$ cat src/design/spq_pkg.sv
package spq_pkg;

  localparam logic KIND_INSERT = 1'b0;
  localparam logic KIND_REMOVE = 1'b1;

  typedef enum logic [1:0] {
    ST_DONE  = 2'd0,
    ST_FULL  = 2'd1,
    ST_EMPTY = 2'd2
  } status_t;

  typedef struct packed {
    logic [15:0] id;
    logic [7:0]  key;
  } entry_t;

  typedef struct packed {
    logic   ins;
    logic   rem;
    entry_t item;
  } cell_ctrl_t;

  typedef struct packed {
    status_t     status;
    logic [15:0] served_id;
    logic [7:0]  served_key;
  } result_t;

endpackage

$ cat src/design/spq_if.sv
interface spq_req_if;
  logic        valid;
  logic        ready;
  logic        kind;
  logic [15:0] entry_id;
  logic [7:0]  entry_key;

  modport source (output valid, output kind, output entry_id, output entry_key, input ready);
  modport sink (input valid, input kind, input entry_id, input entry_key, output ready);
endinterface

interface spq_rsp_if;
  logic        valid;
  logic        ready;
  logic [1:0]  status;
  logic [15:0] served_id;
  logic [7:0]  served_key;

  modport source (output valid, output status, output served_id, output served_key,
                  input ready);
  modport sink (input valid, input status, input served_id, input served_key, output ready);
endinterface

$ cat src/design/sorted_priority_queue.sv
// channel  dir  handshake     payload
// req      in   valid/ready   kind, entry_id, entry_key
// rsp      out  valid/ready   status, served_id, served_key
//
// one transaction per cycle: every cell of the chain compares and shifts in
// the same cycle, the result lands in a two-slot output buffer.
// req.ready drops only while both output slots are occupied.
// synchronous reset empties the queue and the output buffer.
module sorted_priority_queue #(
  parameter int QUEUE_DEPTH = 8
) (
  input logic clk,
  input logic rst,
  spq_req_if.sink   req,
  spq_rsp_if.source rsp
);

  localparam int OW = $clog2(QUEUE_DEPTH + 1);

  logic [OW-1:0]       occ;
  logic [OW-1:0]       occ_next;
  logic                accept;
  logic                full;
  logic                empty;
  logic                can_push;
  spq_pkg::cell_ctrl_t ctrl;
  spq_pkg::result_t    res;
  spq_pkg::result_t    rsp_data;
  spq_pkg::entry_t     cell_data [QUEUE_DEPTH];
  logic                cell_after [QUEUE_DEPTH];

  assign req.ready = can_push;
  assign accept    = req.valid && req.ready;
  assign full      = (occ == OW'(QUEUE_DEPTH));
  assign empty     = (occ == '0);

  always_comb begin
    ctrl.item.id  = req.entry_id;
    ctrl.item.key = req.entry_key;
    ctrl.ins      = accept && (req.kind == spq_pkg::KIND_INSERT) && !full;
    ctrl.rem      = accept && (req.kind == spq_pkg::KIND_REMOVE) && !empty;

    occ_next = occ;
    if (ctrl.ins) begin
      occ_next = occ + OW'(1);
    end else if (ctrl.rem) begin
      occ_next = occ - OW'(1);
    end

    res.status     = spq_pkg::ST_DONE;
    res.served_id  = '0;
    res.served_key = '0;
    if (req.kind == spq_pkg::KIND_INSERT) begin
      if (full) begin
        res.status = spq_pkg::ST_FULL;
      end
    end else if (empty) begin
      res.status = spq_pkg::ST_EMPTY;
    end else begin
      res.served_id  = cell_data[0].id;
      res.served_key = cell_data[0].key;
    end
  end

  always_ff @(posedge clk) begin
    if (rst) begin
      occ <= '0;
    end else begin
      occ <= occ_next;
    end
  end

  for (genvar i = 0; i < QUEUE_DEPTH; i++) begin : g_cell
    spq_pkg::entry_t left_d;
    logic            left_a;
    spq_pkg::entry_t right_d;

    if (i == 0) begin : g_first
      assign left_d = ctrl.item;
      assign left_a = 1'b0;
    end else begin : g_mid
      assign left_d = cell_data[i-1];
      assign left_a = cell_after[i-1];
    end

    if (i == QUEUE_DEPTH - 1) begin : g_last
      assign right_d = cell_data[i];
    end else begin : g_inner
      assign right_d = cell_data[i+1];
    end

    spq_cell u_cell (
      .clk        (clk),
      .ctrl       (ctrl),
      .valid      (occ > OW'(i)),
      .left       (left_d),
      .left_after (left_a),
      .right      (right_d),
      .after      (cell_after[i]),
      .data       (cell_data[i])
    );
  end

  spq_out_buf u_out_buf (
    .clk       (clk),
    .rst       (rst),
    .push      (accept),
    .push_data (res),
    .can_push  (can_push),
    .out_valid (rsp.valid),
    .out_ready (rsp.ready),
    .out_data  (rsp_data)
  );

  assign rsp.status     = rsp_data.status;
  assign rsp.served_id  = rsp_data.served_id;
  assign rsp.served_key = rsp_data.served_key;

`ifndef SYNTHESIS
  a_occ_bound: assert property (@(posedge clk) disable iff (rst)
    occ <= OW'(QUEUE_DEPTH))
    else $error("occupancy beyond depth");

  a_full_hold: assert property (@(posedge clk) disable iff (rst)
    accept && (req.kind == spq_pkg::KIND_INSERT) && full |=> occ == $past(occ))
    else $error("refused insert changed occupancy");

  a_head_order: assert property (@(posedge clk) disable iff (rst)
    occ >= OW'(2) |-> cell_data[0].key >= cell_data[1].key)
    else $error("head out of order");

  a_rem_step: assert property (@(posedge clk) disable iff (rst)
    ctrl.rem |=> occ == $past(occ) - OW'(1))
    else $error("removal did not shrink queue");
`endif

endmodule

$ cat src/design/spq_cell.sv
module spq_cell (
  input  logic               clk,
  input  spq_pkg::cell_ctrl_t ctrl,
  input  logic               valid,
  input  spq_pkg::entry_t    left,
  input  logic               left_after,
  input  spq_pkg::entry_t    right,
  output logic               after,
  output spq_pkg::entry_t    data
);

  spq_pkg::entry_t data_next;

  // this slot lies at or past the insert position
  assign after = !(valid && (data.key >= ctrl.item.key));

  always_comb begin
    data_next = data;
    if (ctrl.ins && after) begin
      data_next = left_after ? left : ctrl.item;
    end else if (ctrl.rem) begin
      data_next = right;
    end
  end

  always_ff @(posedge clk) begin
    data <= data_next;
  end

endmodule

$ cat src/design/spq_out_buf.sv
module spq_out_buf (
  input  logic             clk,
  input  logic             rst,
  input  logic             push,
  input  spq_pkg::result_t push_data,
  output logic             can_push,
  output logic             out_valid,
  input  logic             out_ready,
  output spq_pkg::result_t out_data
);

  logic [1:0]       cnt;
  logic [1:0]       cnt_next;
  logic [1:0]       cnt_after_pop;
  logic             pop;
  spq_pkg::result_t slot0;
  spq_pkg::result_t slot1;
  spq_pkg::result_t slot0_next;
  spq_pkg::result_t slot1_next;

  assign can_push  = (cnt != 2'd2);
  assign out_valid = (cnt != 2'd0);
  assign out_data  = slot0;
  assign pop       = out_valid && out_ready;

  always_comb begin
    cnt_after_pop = cnt - {1'b0, pop};
    cnt_next      = cnt_after_pop + {1'b0, push};
    slot0_next    = pop ? slot1 : slot0;
    slot1_next    = slot1;
    if (push) begin
      if (cnt_after_pop == 2'd0) begin
        slot0_next = push_data;
      end else begin
        slot1_next = push_data;
      end
    end
  end

  always_ff @(posedge clk) begin
    if (rst) begin
      cnt <= 2'd0;
    end else begin
      cnt <= cnt_next;
    end
  end

  always_ff @(posedge clk) begin
    slot0 <= slot0_next;
    slot1 <= slot1_next;
  end

endmodule

$ cat src/flat_wrapper.sv
// flat-port wrapper written by rule: the top's interface ports become plain ports
module sorted_priority_queue_flat 
#(
  parameter int QUEUE_DEPTH = 8
)
  (clk, rst, req_valid, req_kind, req_entry_id, req_entry_key, req_ready, rsp_valid, rsp_status, rsp_served_id, rsp_served_key, rsp_ready);
  spq_req_if req_i ();
  spq_rsp_if rsp_i ();
  input logic clk;
  input logic rst;
  input wire logic [$bits(req_i.valid)-1:0] req_valid;
  input wire logic [$bits(req_i.kind)-1:0] req_kind;
  input wire logic [$bits(req_i.entry_id)-1:0] req_entry_id;
  input wire logic [$bits(req_i.entry_key)-1:0] req_entry_key;
  output wire logic [$bits(req_i.ready)-1:0] req_ready;
  output wire logic [$bits(rsp_i.valid)-1:0] rsp_valid;
  output wire logic [$bits(rsp_i.status)-1:0] rsp_status;
  output wire logic [$bits(rsp_i.served_id)-1:0] rsp_served_id;
  output wire logic [$bits(rsp_i.served_key)-1:0] rsp_served_key;
  input wire logic [$bits(rsp_i.ready)-1:0] rsp_ready;
  assign req_i.valid = req_valid;
  assign req_i.kind = req_kind;
  assign req_i.entry_id = req_entry_id;
  assign req_i.entry_key = req_entry_key;
  assign req_ready = req_i.ready;
  assign rsp_valid = rsp_i.valid;
  assign rsp_status = rsp_i.status;
  assign rsp_served_id = rsp_i.served_id;
  assign rsp_served_key = rsp_i.served_key;
  assign rsp_i.ready = rsp_ready;
  sorted_priority_queue #(.QUEUE_DEPTH(QUEUE_DEPTH)) u_core (.clk(clk), .rst(rst), .req(req_i), .rsp(rsp_i));
endmodule
$ cat config.mk
export PLATFORM = sky130hd
export DESIGN_NAME = sorted_priority_queue_flat
export DESIGN_NICKNAME = d
export VERILOG_FILES = /design/src/design/spq_pkg.sv /design/src/design/spq_if.sv /design/src/design/sorted_priority_queue.sv /design/src/design/spq_cell.sv /design/src/design/spq_out_buf.sv /design/src/flat_wrapper.sv
export SDC_FILE = /design/constraint.sdc
export NUM_CORES = 1
export LEC_CHECK = 0
export BUFFER_PORTS_ARGS = -buffer_cell sky130_fd_sc_hd__buf_2
export CAP_MARGIN = 20
export CELL_PAD_IN_SITES_DETAIL_PLACEMENT = 1
export CELL_PAD_IN_SITES_GLOBAL_PLACEMENT = 1
export CORE_UTILIZATION = 35
export CTS_BUF_LIST = sky130_fd_sc_hd__clkbuf_16
export DETAILED_ROUTE_END_ITERATION = 7
export PLACE_DENSITY_LB_ADDON = 0.1
export SLEW_MARGIN = 20
export SYNTH_ARGS = -nofsm -noshare
export SYNTH_HDL_FRONTEND = slang
export SYNTH_HIERARCHICAL = 1
export SYNTH_SLANG_ARGS = --single-unit
$ cat constraint.sdc
create_clock -name clk -period 5.3 [get_ports clk]
set_clock_uncertainty 0.15 [all_clocks]
set_input_delay 0.53 -clock clk [delete_from_list [all_inputs] [get_ports clk]]
set_output_delay 0.53 -clock clk [all_outputs]
set_load 0.01 [all_outputs]
==> results.ini <==
[critical_path]
worstSetupPathType = register to register
critPathMaxStageDelay_ns = 0.90
reg2reg_depth = 8
startpoint = u_core/occ[0]
crit_path_frequent_cell = inv_1
arrival_ns = 4.12
critPathLaunchType = register
r2r_start = u_core/occ[0]
cp.required_ns = 5.30
cp_slowest_cell = or2_1
crit_chain = inv_1 > ha_1 > and3b_4 > nor3_4 > buf_4 > inv_1 > o2bb2ai_4 > or2_1
worst-path-max-fanout = 25
endpoint_kind = register

[floorplan]
rows = 76
die_h_um = 213
start_util_pct = 35.7
die-area_um2 = 45200
design.core.area_um2 = 43500
ios = 57
die_x_um = 213

[placement]
post-place-cells = 1728
place_ws_ns = 1.12
routabilityCongestion = 0.757
port-buffer-count = 56
hpwl_um = 27100

[logic_synthesis]
syn_area_per_cell_um2 = 13.9
syn_area_um2 = 15500
syn_inst = 1120
yosys_warnings = 6

[clock_network]
clock_latency_ns = 0.53
clockBufferDepth = 3
cts_tree = built
cts_resized = 0
clockRootBuffer = clkbuf_16
cts.sinks = 250
postCtsHoldBufs = 0
clk_pin_slew_ns = 0.05
cts-buffers-inserted = 34
postCtsSetupRepairBufs = 0
ctsHtreeMaxLevel = 2

[grt]
grt_pass1_vias = 9356
grt_overflow = 0
grt_usage_pct = 16.8
grt_pass1_wl_um = 57500
grt_max_degree = 32
antenna_found_initial = 0

[power]
ir_worst_vdd_mv = 0.229
power.density_nw_per_um2 = 431
power.leakage_nw = 7.16

[run_status]
status = complete, no violations

[route]
wl_met2_um = 15000
viasPerCell = 4.92
drt_iter0_markers = 397
wire_per_inst_um = 20.4
via_count = 8801
dr_wl_met3_um = 1060
dr.max_layer_used = met4
drc = 0
postRouteWirelength_um = 36600
drt-met1-wl_um = 19800
drt_first_pass_iters = 4
antenna_left = 0

[timing]
slew_headroom_pct = 26.7
hold_violations = 0
timing.fmax_mhz = 242
tightest_slew_ns = 1.10
slew_violations = 0
setup_viol = 0
grt_setup_unrepaired = false
finalWorstSetupSlack_ns = 1.18
finalCritPeriodShare_pct = 77.8
final.min_clock_period_ns = 4.12
hold-worst-slack_ns = 0.145
tns_ns = 0

[cells_and_area]
fin_cells = 1789
layout-drive-gt1-share_pct = 39.5
antenna_cells = 0
nNetsFinal = 1277
synthToLayoutAreaGrowth_pct = 11.5
final_core_util_pct = 39.8

[hold_path]
min-delay-start = rst
hold_path_class = input port to register
hold_depth = 2

[run]
cap_violations = 0

layout by cell type, fill, tap and decap left out, drive strengths merged, types with 2 or more instances in the layout:
master	n
bufinv	4
ha	69
nand4	8
dfxtp	32
nor2b	5
or2	10
clkbuf	35
inv	87
mux2	382
nor3	5
a211oi	6
conb	4
a21boi	9
nand2b	11
o2bb2ai	6
edfxtp	218
and3	25
nor2	7
nand3	2
o21ai	71
a21oi	18
a2111oi	2
o21a	17
buf	70
a211o	15
nand2	66
o211ai	2
clkinv	13
state kept, by name, indices dropped and copies added (netlist names):
| name | count |
|---|---|
| u_core/g_cell.u_cell/data | 192 |
| u_core/occ | 4 |
| u_core/u_out_buf/cnt | 2 |
| u_core/u_out_buf/out_data | 26 |
| u_core/u_out_buf/slot1 | 26 |
cell type report:
type / instances / area, um2
multi-input cells: 745 / 7630
repair buffers: 70 / 385
inverters: 78 / 293
flip-flops and latches: 250 / 7190
clock inverters: 26 / 215
clock buffers: 35 / 876
well taps: 585 / 732
fillers: 4533 / 26100
routing by layer:
metal  up-vias  global-route usage (%)
met5         -                       0
met1      4329                    25.3
li1       4318                       -
met2       113                    24.4
met3        41                    2.60
met4         0                    4.86
final timing paths:
check | end | slack (ns)
max | u_core/g_cell[4].u_cell/data[18] | 1.18
min | u_core/occ[1] | 0.14
max reg2reg | u_core/g_cell[4].u_cell/data[18] | 1.18
min reg2reg | u_core/g_cell[6].u_cell/data[23] | 0.40
per-stage QoR:
stage	instance area [um2]	total power, W
after detailed placement	16200	0.00526
after floorplan	15500	0.00472
final	17300	0.00746
after global placement	16200	0.00521
after global routing	17300	0.00788
after CTS	17300	0.00759
where the power goes:
group | internal [W] | total (W) | leakage [nW] | switching [W]
clock | 0.00139 | 0.00226 | 0.569 | 0.000875
combinational | 0.00116 | 0.00214 | 4.25 | 0.000976
sequential | 0.00277 | 0.00306 | 2.34 | 0.000295
worst max-delay path: cells and delay by family (launching register included):
kind                       cells  cell delay (ns)
AOI/OAI and AO/OA              1             0.77
adders and majority gates      1             0.30
buffers and inverters          3             0.47
DFF                            1             0.48
and+or+nand+nor                3             1.54
Note: power is estimated with default switching activity, not from simulation.
